--- config.mk ---
export PLATFORM = sky130hd
export DESIGN_NAME = lmac_cell
export DESIGN_NICKNAME = d
export VERILOG_FILES = /design/src/rtl/lmac_pkg.sv /design/src/rtl/lmac_cell.sv
export SDC_FILE = /design/constraint.sdc
export NUM_CORES = 1
export LEC_CHECK = 0
export BUFFER_PORTS_ARGS = -buffer_cell sky130_fd_sc_hd__buf_2
export CORE_AREA = 2 2 174 176
export DETAILED_ROUTE_END_ITERATION = 8
export DIE_AREA = 0 0 176 178
export GPL_TIMING_DRIVEN = 0
export PLACE_DENSITY = 0.72
export SLEW_MARGIN = 10
export SYNTH_ARGS = -nofsm -noshare
export SYNTH_HDL_FRONTEND = slang
export SYNTH_SLANG_ARGS = --single-unit
--- constraint.sdc ---
create_clock -name clk -period 2.7 [get_ports clk]
set_clock_uncertainty 0.15 [all_clocks]
set_input_delay 0.27 -clock clk [delete_from_list [all_inputs] [get_ports clk]]
set_output_delay 0.27 -clock clk [all_outputs]
set_load 0.01 [all_outputs]
--- src/rtl/lmac_pkg.sv ---
// ----------------------------------------------------------------------------
// lmac_pkg
// Shared constants and types for the multi-limb multiply-accumulate block.
// ----------------------------------------------------------------------------
`default_nettype none

package lmac_pkg;

  localparam int MAX_LIMBS = 8;
  localparam int IDX_W     = (MAX_LIMBS > 1) ? $clog2(MAX_LIMBS) : 1;
  localparam int LIMB_W    = 64;
  localparam int PROD_W    = 2 * LIMB_W;
  localparam int ACC_W     = PROD_W + 8;

  localparam logic OP_ADD = 1'b0;
  localparam logic OP_SUB = 1'b1;

  typedef enum logic [1:0] {
    ST_IDLE,
    ST_RUN,
    ST_DRAIN,
    ST_FINISH
  } state_t;

  typedef struct packed {
    logic take;
    logic shift;
  } cell_ctl_t;

endpackage

`default_nettype wire

--- src/rtl/lmac_cell.sv ---
// ----------------------------------------------------------------------------
// lmac_cell
// One limb cell: holds a scalar limb, a multiplicand limb in a shift chain,
// and a work pair that streams toward the multiplier.
// ----------------------------------------------------------------------------
`default_nettype none

module lmac_cell
  import lmac_pkg::*;
(
  input  wire logic              clk,
  input  wire cell_ctl_t         ctl,
  input  wire logic              wr_scalar,
  input  wire logic [LIMB_W-1:0] scalar_in,
  input  wire logic [LIMB_W-1:0] mult_in,
  input  wire logic [LIMB_W-1:0] work_s_in,
  input  wire logic [LIMB_W-1:0] work_m_in,
  output logic      [LIMB_W-1:0] mult_out,
  output logic      [LIMB_W-1:0] work_s,
  output logic      [LIMB_W-1:0] work_m
);

  logic [LIMB_W-1:0] scalar;
  logic [LIMB_W-1:0] work_m_hold;

  assign mult_out = work_m_hold;

  always_ff @(posedge clk) begin
    if (ctl.take) begin
      if (wr_scalar) begin
        scalar <= scalar_in;
        work_s <= scalar_in;
      end else begin
        work_s <= scalar;
      end
      work_m_hold <= mult_in;
      work_m      <= mult_in;
    end else if (ctl.shift) begin
      work_s <= work_s_in;
      work_m <= work_m_in;
    end
  end

endmodule

`default_nettype wire

### After elaboration in Yosys (flattened, before gate mapping)

Cells that the tools add are included.

* register bits: 256
* input bits: 260
* logic and storage cells: 10
* output and inout port bits: 192

* reduce and logical (&&, ||, !) cells: 1
* mux-type cells: 5

Operator list (count)
* two-way mux 64 bit: 5
* nonzero test 2 bit: 1

### Longest topological paths before layout

Gate-level depths: netlist (run 1).

* word-level depth: 2
* mapped depth: 4

### Worst setup path before layout (run 1)

No wires, ideal clock.

* kind: input to register
* from: input port ctl[1] (netlist name)
* to: register work_m[0], enable pin
* buffers on the path: 2
* stages on the path: 3
* library setup time: 0.433 ns
* data required time: 2.117 ns
* data arrival time: 2.364 ns
* setup slack: -0.247 ns
* cell sequence: buf_2 buf_2 or2_2

* word-level cells in the longest chain between the ends: 1

Ends and longest elaborated chain
* start, declared: RTL line lmac_cell.sv:12 `input wire cell_ctl_t ctl,`
* nonzero test 2 bit (no source line)
* end signal, assigned: RTL line lmac_cell.sv:37 `work_m <= mult_in;`
* end signal, assigned: RTL line lmac_cell.sv:40 `work_m <= work_m_in;`
* end, declared: RTL line lmac_cell.sv:20 `output logic [LIMB_W-1:0] work_m`

Every way passes these cells.
A chain may end at the register's enable or synchronous reset.

### Worst setup path in the final report (run 1)

* from: input port ctl[1] (netlist name)
* to: register work_m[48], enable pin

The elaborated chain is that of the path after synthesis.

==> results by group, run 1 <==
Yosys
  • Main synth FF type: edfxtp_1
  • Synth cell count leaders: edfxtp_1 (256), mux2_4 (120), mux2_2 (72)
  • Most common cell in the netlist: edfxtp_1
  • Sequential area share after synthesis: 73.2%
  • Post-Syn Nets: 730
  • Count of different cell masters after synthesis: 7
  • Post-synth top area share: between 70 and 80%
  • Cell count after synthesis: 470
  • Yosys synthesis warning count: 0
  • Synthesized flop and latch total: roughly 260
  • Post-Syn Area per Cell: 22.4 um^2
  • Cell Area, Synth: 0.0105 mm^2
  • Synth area leaders: edfxtp_1 (73%), mux2_4 (17%), mux2_2 (7.7%), buf_12 (1.1%), buf_2 (0.67%)
  • EDFF count, synth: roughly 260
  • Largest area contributor in the netlist: edfxtp_1
  • Fraction of registers with async set/reset: 0%

STA
  • Setup TNS Final: 0 ns
  • Post-layout min period: about 2.3 ns
  • F_max: 0.427 GHz
  • Count of final setup violators: 0
  • Pins Over Slew Limit: 0
  • Relative slew slack: 53.9%
  • Hold WS: around 0.075 ns
  • Tcrit/Tclk final: 86.8%
  • Worst-Margin Slew: just under 0.7 ns
  • Final Hold Vio Count: 0
  • RSZ-0062 raised after global routing: false

Cells and area
  • Reg area: roughly 0.0077 mm^2
  • Fillers: 2210
  • Final Util: between 50 and 60%
  • Multi-input logic area: 0.00262 mm^2
  • Nets: between 1000 and 1500
  • Finished Cell Area: around 0.017 mm^2
  • Share of cells above drive strength 1: 57.4%
  • P&R area growth vs syn: 59.7%

Clocking
  • Cts hold-fix bufs: approximately 260
  • CTS tree: yes
  • Clk root buf: clkbuf_16
  • Clk slew on worst S/H paths: 0.06 ns
  • Num CTS Buffers: 26
  • Clock sink total: 256
  • CTS max path bufs: 3
  • Post-CTS Setup Inserts: 0
  • Latest clock arrival within the worst-skew pair: ~0.52 ns
  • Htree depth: 1
  • Resize count post-CTS: 0

Routing
  • Via count: 7363
  • Post-route DRC: 0
  • M1 wire length: approximately 12000 um
  • Wirelength per Cell: about 20 um
  • Vias per inst: about 4.5
  • Detail Route Antenna Nets: 0
  • Max Used Layer: met4
  • Final WL: between 30000 and 40000 um
  • Met3 Wirelength: 2120 um
  • Initial DRC count: 352
  • Pre-antenna DRT Iters: 4
  • Met2 Routed Length: 17100 um

Floorplan
  • Core area: 0.0294 mm^2
  • Die area: between 0.03 and 0.04 mm^2
  • Die W: approximately 180 um
  • Row count: 63
  • Initial Util: 35.7%
  • I/O pin count: between 400 and 500
  • Die Span Y: 178 um

Placed design
  • Dpl hpwl: around 20000 um
  • Post-DP Area: between 0.01 and 0.015 mm^2
  • Routability cong.: approximately 0.80
  • # port buffers: 450

GRT
  • Initial antenna violation count: 1
  • GRT overflow: 0
  • Number of global-route vias before repair: approximately 8000
  • Largest net degree at the start of global routing: 67
  • GR Util All Layers: 19.3%
  • First-pass GRT wire length: about 46000 um

Critical path
  • Critical Path End Type: flop
  • Critical Path RT: between 2 and 3 ns
  • Crit path DAT: 2.39 ns
  • Crit Path Max Fanout: between 60 and 70
  • Crit start category: primary input
  • Critical path class: primary input to flop

Run status
  • Result of the run: completed

Power
  • Leakage: ~7.3 nW
  • VDD IR max: 0.631 mV
  • Pwr Density: approximately 610 mW/mm^2
  • Final Power: between 0.01 and 0.015 W

Job
  • Max-cap viol count: 0

Worst hold path
  • Worst Hold Class: primary input to flop
-- critical path, stage by stage --
cell    delay, ns
buf_6        0.46
buf_2        0.36
buf_2        0.36
or2_4        0.47
buf_16       0.31
-- where the power goes --
| group | switching, W | leakage [nW] | internal, W |
|---|---|---|---|
| Combinational | 0.000699 | 4.27 | 0.000910 |
| Sequential | 0.000103 | 2.56 | 0.00480 |
| Clock | 0.00152 | 0.429 | 0.00220 |
| Total | 0.00232 | 7.25 | 0.00791 |
-- metal layers --
layer  track usage (%)  vias up
met1              21.4     3597
met4              6.44        0
li1                  -     3350
met2              36.5      348
met5                 0        -
met3              4.45       68
-- stage by stage --
stage | setup slack, ns | std cells
2_1_floorplan | 0.392 | 470
3_3_place_gp | -2.98 | 1310
3_5_place_dp | -0.223 | 1313
4_1_cts | 0.356 | 1617
5_1_grt | 0.236 | 1618
6_report | 0.356 | 1619
-- logic make-up (layout without fill, tap and decap cells) --
| family | after synthesis | count (layout) | synth area share, % |
|---|---|---|---|
| buf+inv | 21 | 778 | 1.92 |
| flops | 256 | 256 | 73.2 |
| mux | 192 | 192 | 24.9 |
| other cells | 0 | 2 | 0 |
| simple gates | 1 | 1 | 0.0596 |
-- registers in the layout (all words and copies together), names as in the netlist --
signal	cells
mult_out	64
scalar	64
work_m	64
work_s	64
-- path summary, 6_finish.rpt --
| path | from | endpoint | slack [ns] | depth (start not counted) |
|---|---|---|---|---|
| setup / recovery | ctl[1] | work_m[48]$_DFFE_PP_ | 0.36 | 5 |
| hold / removal | ctl[1] | scalar[50]$_DFFE_PP_ | 0.07 | 1 |
| setup reg to reg | scalar[62]$_DFFE_PP_ | work_s[62]$_DFFE_PP_ | 1.33 | 2 |
| hold reg to reg | scalar[56]$_DFFE_PP_ | scalar[56]$_DFFE_PP_ | 0.41 | 1 |
-- area by class of cell --
cell class              count  share of cell area, %
diodes                      2                 0.0298
plain buffers              21                   1.20
clock buffers              31                   4.12
clock inverters            17                   1.07
multi-input cells         193                   15.6
flip-flops and latches    256                   45.8
well taps                 390                   2.91
repair buffers            709                   29.2
-- cell usage in the layout, fill, tap and decap left out, drive strengths merged --
cell / instances
edfxtp: 256
clkinv: 13
dlygate4sd3: 256
mux2: 192
buf: 474
bufinv: 4
clkbuf: 31
or2: 1
diode: 2
Note: power is estimated with default switching activity, not from simulation.
==> run 2, diff against run 1 <==
--- a/config.mk
+++ b/config.mk
@@ -6,11 +6,11 @@
 export NUM_CORES = 1
 export LEC_CHECK = 0
 export BUFFER_PORTS_ARGS = -buffer_cell sky130_fd_sc_hd__buf_2
-export CORE_AREA = 2 2 174 176
+export CORE_MARGIN = 2
+export CORE_UTILIZATION = 35
 export DETAILED_ROUTE_END_ITERATION = 8
-export DIE_AREA = 0 0 176 178
 export GPL_TIMING_DRIVEN = 0
-export PLACE_DENSITY = 0.72
+export PLACE_DENSITY = 0.71
 export SLEW_MARGIN = 10
 export SYNTH_ARGS = -nofsm -noshare
 export SYNTH_HDL_FRONTEND = slang
==> results by group, run 2 (synthesis gave the netlist of run 1 again) <==
Clocking
  • Clk root buf: clkbuf_16 (unchanged)
  • CTS tree: yes (unchanged)
  • Num CTS Buffers: 27 (was 26)
  • Clk slew on worst S/H paths: 0.07 ns (was 0.06 ns)
  • Clock sink total: 256 (unchanged)
  • Latest clock arrival within the worst-skew pair: 0.53 ns (was 0.52 ns)
  • CTS max path bufs: 3 (unchanged)
  • Htree depth: 1 (unchanged)

Critical path
  • Critical Path RT: 2.75 ns (was 2.74 ns)
  • Crit Path Max Fanout: 59 (was 66)
  • Setup crit end: work_s[18]$_DFFE_PP_ (was work_m[48]$_DFFE_PP_)
  • R2R Path End: work_s[55]$_DFFE_PP_ (was work_s[62]$_DFFE_PP_)
  • Crit start category: primary input (unchanged)
  • Critical path origin: ctl[1] (unchanged)
  • R2R setup slack: 0.83 ns (was 1.33 ns)
  • Critical Path End Type: flop (unchanged)
  • Crit path DAT: 2.37 ns (was 2.39 ns)
  • Critical path class: primary input to flop (unchanged)
  • Depth of the worst register-to-register path: 3 (was 2)
  • FF-to-FF Start: scalar[55]$_DFFE_PP_ (was scalar[62]$_DFFE_PP_)

GRT
  • Number of global-route vias before repair: 8101 (was 8171)
  • GR Util All Layers: 19.0% (was 19.3%)
  • First-pass GRT wire length: 45600 um (was 46000 um)
  • GRT overflow: 0 (unchanged)
  • Largest net degree at the start of global routing: 74 (was 67)
  • Initial antenna violation count: 3 (was 1)

Routing
  • Max Used Layer: met4 (unchanged)
  • Final WL: 31300 um (was 31800 um)
  • Pre-antenna DRT Iters: 4 (unchanged)
  • Met2 Routed Length: 16700 um (was 17100 um)
  • M1 wire length: 11800 um (was 11600 um)
  • Via count: 7266 (was 7363)
  • Detail Route Antenna Nets: 0 (unchanged)
  • Post-route DRC: 0 (unchanged)
  • Vias per inst: 4.48 (was 4.55)
  • Wirelength per Cell: 19.3 um (was 19.6 um)
  • Initial DRC count: 289 (was 352)
  • Met3 Wirelength: 2060 um (was 2120 um)

Placed design
  • Post-DP Area: 0.0133 mm^2 (unchanged)
  • Routability cong.: 0.744 (was 0.805)
  • Dpl hpwl: 19000 um (was 19700 um)
  • # port buffers: 450 (unchanged)

Power
  • Leakage: 7.28 nW (was 7.25 nW)
  • VDD IR max: 0.606 mV (was 0.631 mV)
  • Pwr Density: 616 mW/mm^2 (was 610 mW/mm^2)

Cells and area
  • Final Util: 56.8% (was 57.1%)
  • P&R area growth vs syn: 60.2% (was 59.7%)
  • Most common cell after layout, fill and taps aside: buf_2 (unchanged)
  • Most frequent cells in the layout: buf_2 (463), dlygate4sd3_1 (257), edfxtp_1 (256) (was buf_2 (463), dlygate4sd3_1 (256), edfxtp_1 (256))
  • Finished Cell Area: 0.0168 mm^2 (about the same)
  • Reg area: 0.00769 mm^2 (unchanged)
  • Fillers: 2246 (was 2210)
  • Nets: 1469 (was 1467)
  • Share of cells above drive strength 1: 57.7% (was 57.4%)
  • Multi-input logic area: 0.00262 mm^2 (unchanged)

Floorplan
  • Die area: 0.0314 mm^2 (was 0.0313 mm^2)
  • Initial Util: 35.5% (was 35.7%)
  • Core area: 0.0296 mm^2 (was 0.0294 mm^2)
  • I/O pin count: 452 (unchanged)
  • Die W: 177 um (was 176 um)
  • Die Span Y: 177 um (was 178 um)
  • Row count: 63 (unchanged)

STA
  • Pins Over Slew Limit: 0 (unchanged)
  • Post-layout min period: 2.33 ns (was 2.34 ns)
  • RSZ-0062 raised after global routing: false (unchanged)
  • Final Hold Vio Count: 0 (unchanged)
  • Tcrit/Tclk final: 86.2% (was 86.8%)
  • F_max: 0.430 GHz (was 0.427 GHz)
  • Relative slew slack: 58.6% (was 53.9%)
  • Worst-Margin Slew: 0.621 ns (was 0.692 ns)
  • Count of final setup violators: 0 (unchanged)

Run status
  • Result of the run: completed (unchanged)

Worst hold path
  • Worst Hold Class: primary input to flop (unchanged)

Job
  • Max-cap viol count: 0 (unchanged)
-- run 2: cell types whose count changed in the layout (fill, tap and decap cells not counted), sizes merged --
cell,change
inv,+1
clkinv,-3
clkinvlp,+2
dlygate4sd3,+1
diode,+1
bufinv,+1
-- run 2: routing by layer --
metal  vias to the layer above  GRT usage, %
li1                       3359             -
met3                        55          4.21
met4                         0          5.33
met1                      3541          21.7
met5                         -             0
met2                       311          35.4
-- run 2: where the power goes --
group | internal (W) | switching, W | total (W)
registers | 0.00480 | 0.000101 | 0.00490
clock network | 0.00231 | 0.00156 | 0.00387
logic | 0.000911 | 0.000693 | 0.00160
-- run 2: worst min-delay path by stage --
stage | slack [ns] | cells after the start | endpoint | start
2_1_floorplan | 0.22 | 0 | mult_out[0]$_DFFE_PP_ | mult_in[0]
3_3_place_gp | 0.31 | 1 | mult_out[61]$_DFFE_PP_ | mult_in[61]
3_5_place_dp | 0.31 | 1 | mult_out[59]$_DFFE_PP_ | mult_in[59]
4_1_cts | 0.06 | 1 | scalar[44]$_DFFE_PP_ | ctl[1]
5_1_grt | 0.07 | 1 | scalar[44]$_DFFE_PP_ | ctl[1]
6_report | 0.07 | 1 | scalar[46]$_DFFE_PP_ | ctl[1]
-- run 2: worst max-delay path: stages --
cell and delay (ns):
buf_6 0.43, buf_2 0.38, buf_2 0.36, or2_4 0.48
buf_16 0.33
-- run 2: stage by stage --
| step | setup TNS, ns | worst slack [ns] | cells | power [W] | hold WS (ns) |
|---|---|---|---|---|---|
| finish | 0 | 0.372 | 1622 | 0.0104 | 0.0672 |
| global route | 0 | 0.273 | 1622 | 0.0108 | 0.0662 |
| CTS | 0 | 0.403 | 1619 | 0.0104 | 0.0643 |
| detailed placement | -19.87 | -0.162 | 1313 | 0.00625 | 0.310 |
| global placement | -638.25 | -2.94 | 1310 | 0.00621 | 0.308 |
| floorplan | 0 | 0.392 | 470 | 0.00561 | 0.219 |
-- run 2: cell type report --
class,count,area share (%)
antenna,3,0.0446
buffer,21,1.20
clock buffer,31,4.10
clock inverter,18,1.31
multi-input combinational,193,15.6
sequential,256,45.7
tap,390,2.90
timing repair buffer,710,29.2
-- run 2: timing repair --
| item | 4_1_cts | 5_1_grt |
|---|---|---|
| hold buffers | 257 | 0 |
| endpoints found under the setup margin | 0 | 0 |
| setup buffers | 0 | 0 |
| gates resized for setup | 0 | 0 |
| endpoints found under the hold margin | 256 | 0 |
==> run 3, diff against run 2 <==
--- a/config.mk
+++ b/config.mk
@@ -10,7 +10,7 @@
 export CORE_UTILIZATION = 35
 export DETAILED_ROUTE_END_ITERATION = 8
 export GPL_TIMING_DRIVEN = 0
-export PLACE_DENSITY = 0.71
+export PLACE_DENSITY = 0.69
 export SLEW_MARGIN = 10
 export SYNTH_ARGS = -nofsm -noshare
 export SYNTH_HDL_FRONTEND = slang
==> constraint.sdc (replaced) <==
create_clock -name clk -period 2.3 [get_ports clk]
set_clock_uncertainty 0.15 [all_clocks]
set_input_delay 0.23 -clock clk [delete_from_list [all_inputs] [get_ports clk]]
set_output_delay 0.23 -clock clk [all_outputs]
set_load 0.01 [all_outputs]
==> results by group, run 3 (synthesis gave the netlist of run 1 again) <==
Run status
  • Result of the run: completed (unchanged)

Cells and area
  • Reg area: 0.00769 mm^2 (unchanged)
  • Most frequent cells in the layout: buf_2 (463), dlygate4sd3_1 (267), edfxtp_1 (256) (was buf_2 (463), dlygate4sd3_1 (257), edfxtp_1 (256))
  • Share of cells above drive strength 1: 56.7% (was 57.7%)
  • Most common cell after layout, fill and taps aside: buf_2 (unchanged)
  • Nets: 1481 (was 1469)
  • Fillers: 2261 (was 2246)
  • P&R area growth vs syn: 61.1% (was 60.2%)
  • Finished Cell Area: 0.0169 mm^2 (was 0.0168 mm^2)
  • Multi-input logic area: 0.00262 mm^2 (unchanged)

Worst hold path
  • Worst Hold Class: primary input to flop (unchanged)
  • Hold endpoint: mult_out[29]$_DFFE_PP_ (was scalar[46]$_DFFE_PP_)
  • Hold Crit Depth: 2 (was 1)
  • Hold path startpoint: ctl[1] (unchanged)

STA
  • Count of final setup violators: 0 (unchanged)
  • Pins Over Slew Limit: 0 (unchanged)
  • Relative slew slack: 23.3% (was 58.6%)
  • Final setup margin: 0.396 ns (was 0.372 ns)
  • Hold WS: 0.0692 ns (was 0.0672 ns)
  • Final Hold Vio Count: 0 (unchanged)
  • Worst-Margin Slew: 1.15 ns (was 0.621 ns)
  • Post-layout min period: ~1.9 ns
  • RSZ-0062 raised after global routing: false (unchanged)
  • F_max: between 0.5 and 0.6 GHz
  • Setup TNS Final: 0 ns (unchanged)
  • Tcrit/Tclk final: 82.8%

Job
  • Max-cap viol count: 0 (unchanged)

Floorplan
  • Die area: 0.0314 mm^2 (unchanged)
  • Initial Util: 35.5% (unchanged)
  • Die W: 177 um (unchanged)
  • Row count: 63 (unchanged)
  • Core area: 0.0296 mm^2 (unchanged)
  • Die Span Y: 177 um (unchanged)
  • I/O pin count: 452 (unchanged)

GRT
  • GRT overflow: 0 (unchanged)
  • Number of global-route vias before repair: 8244 (was 8101)
  • GR Util All Layers: 19.6% (was 19.0%)
  • First-pass GRT wire length: 46600 um (was 45600 um)
  • Initial antenna violation count: 1 (was 3)
  • Largest net degree at the start of global routing: 70 (was 74)

Clocking
  • Clock sink total: 256 (unchanged)
  • Htree depth: 1 (unchanged)
  • CTS tree: yes (unchanged)
  • Num CTS Buffers: 28 (was 27)
  • Latest clock arrival within the worst-skew pair: 0.53 ns (about the same)
  • CTS max path bufs: 3 (unchanged)
  • Clk root buf: clkbuf_16 (unchanged)
  • Clk slew on worst S/H paths: 0.06 ns (was 0.07 ns)

Routing
  • Pre-antenna DRT Iters: 4 (unchanged)
  • Initial DRC count: 361 (was 289)
  • Wirelength per Cell: 19.9 um (was 19.3 um)
  • Via count: 7491 (was 7266)
  • Post-route DRC: 0 (unchanged)
  • Detail Route Antenna Nets: 0 (unchanged)
  • Vias per inst: 4.59 (was 4.48)
  • Final WL: 32500 um (was 31300 um)

Critical path
  • Max incr delay on CP: 0.56 ns (was 0.48 ns)
  • Crit path DAT: 2.03 ns (was 2.37 ns)
  • FF-to-FF Start: scalar[54]$_DFFE_PP_ (was scalar[55]$_DFFE_PP_)
  • Critical path origin: scalar[54]$_DFFE_PP_ (was ctl[1])
  • Critical Path RT: 2.43 ns (was 2.75 ns)
  • Depth of the worst register-to-register path: 3 (unchanged)
  • Cell Chain, Critical Path: mux2_4 > mux2_4 > dlygate4sd3_1 (was buf_6 > buf_2 > buf_2 > or2_4 > buf_16)
  • R2R Path End: work_s[54]$_DFFE_PP_ (was work_s[55]$_DFFE_PP_)
  • R2R setup slack: 0.40 ns (was 0.83 ns)
  • Critical path class: flop to flop (was primary input to flop)
  • Worst path most repeated cell: mux2_4 (was buf_2)
  • Crit start category: flop (was primary input)
  • Crit Path Max Fanout: 2 (was 59)
  • Critical Path End Type: flop (unchanged)
  • Crit-path slowest cell: dlygate4sd3_1 (was or2_4)

Power
  • VDD IR max: 0.689 mV (was 0.606 mV)
  • Final Power: 0.0121 W (was 0.0104 W)
  • Leakage: 7.32 nW (was 7.28 nW)
  • Pwr Density: 714 mW/mm^2 (was 616 mW/mm^2)

Placed design
  • Dpl hpwl: 19600 um (was 19000 um)
  • Place WS: -0.623 ns (was -0.162 ns)
  • # port buffers: 450 (unchanged)
  • Post-DP Area: 0.0133 mm^2 (unchanged)
  • Routability cong.: 0.798 (was 0.744)
## run 3: final cells by class
class	count	area share, %
flip-flops and latches	256	45.4
repair buffers	721	29.7
multi-input cells	193	15.5
clock buffers	31	4.33
well taps	390	2.88
plain buffers	21	1.19
clock inverters	19	0.953
diodes	1	0.0148
## run 3: routing by layer
metal	share of wire, %	GRT usage (%)	wire length (um)	vias to the layer above
li1	-	-	-	3375
met1	37	22.1	12000	3693
met2	53	36.2	17200	362
met3	7.4	4.98	2400	59
met4	2.5	6.22	824	2
met5	0.040	0	13	-
## run 3: worst max-delay path by stage
stage / cells past startpoint / slack (ns) / endpoint
CTS: 3 / 0.39 / work_s[54]$_DFFE_PP_
global route: 5 / 0.36 / work_m[54]$_DFFE_PP_
global placement: 4 / -3.36 / work_m[7]$_DFFE_PP_
floorplan: 3 / 0.03 / work_m[0]$_DFFE_PP_
finish: 3 / 0.40 / work_s[54]$_DFFE_PP_
detailed placement: 5 / -0.62 / work_s[16]$_DFFE_PP_
## run 3: timing repair
action                                  in CTS  in global routing
endpoints found under the setup margin      75                  0
hold endpoints to repair                   258                  0
hold buffers                               268                  0
gates resized for setup                      1                  0
buffers inserted                             0                  0
## run 3: critical path: cells and delay by family, from the launching register on
kind | cells | cell delay (ns)
mux | 2 | 0.57
buf+inv | 1 | 0.56
flops | 1 | 0.37
## run 3: power by group
group	switching [W]	internal (W)
Sequential	0.000122	0.00564
Clock	0.00181	0.00260
Combinational	0.000833	0.00109
Total	0.00276	0.00933
## run 3: per-stage QoR
step / utilization [%] / cells
floorplan: - / 470
detailed placement: 45.0 / 1313
global placement: 44.7 / 1310
finish: 57.1 / 1632
CTS: 57.1 / 1631
global route: 57.1 / 1631
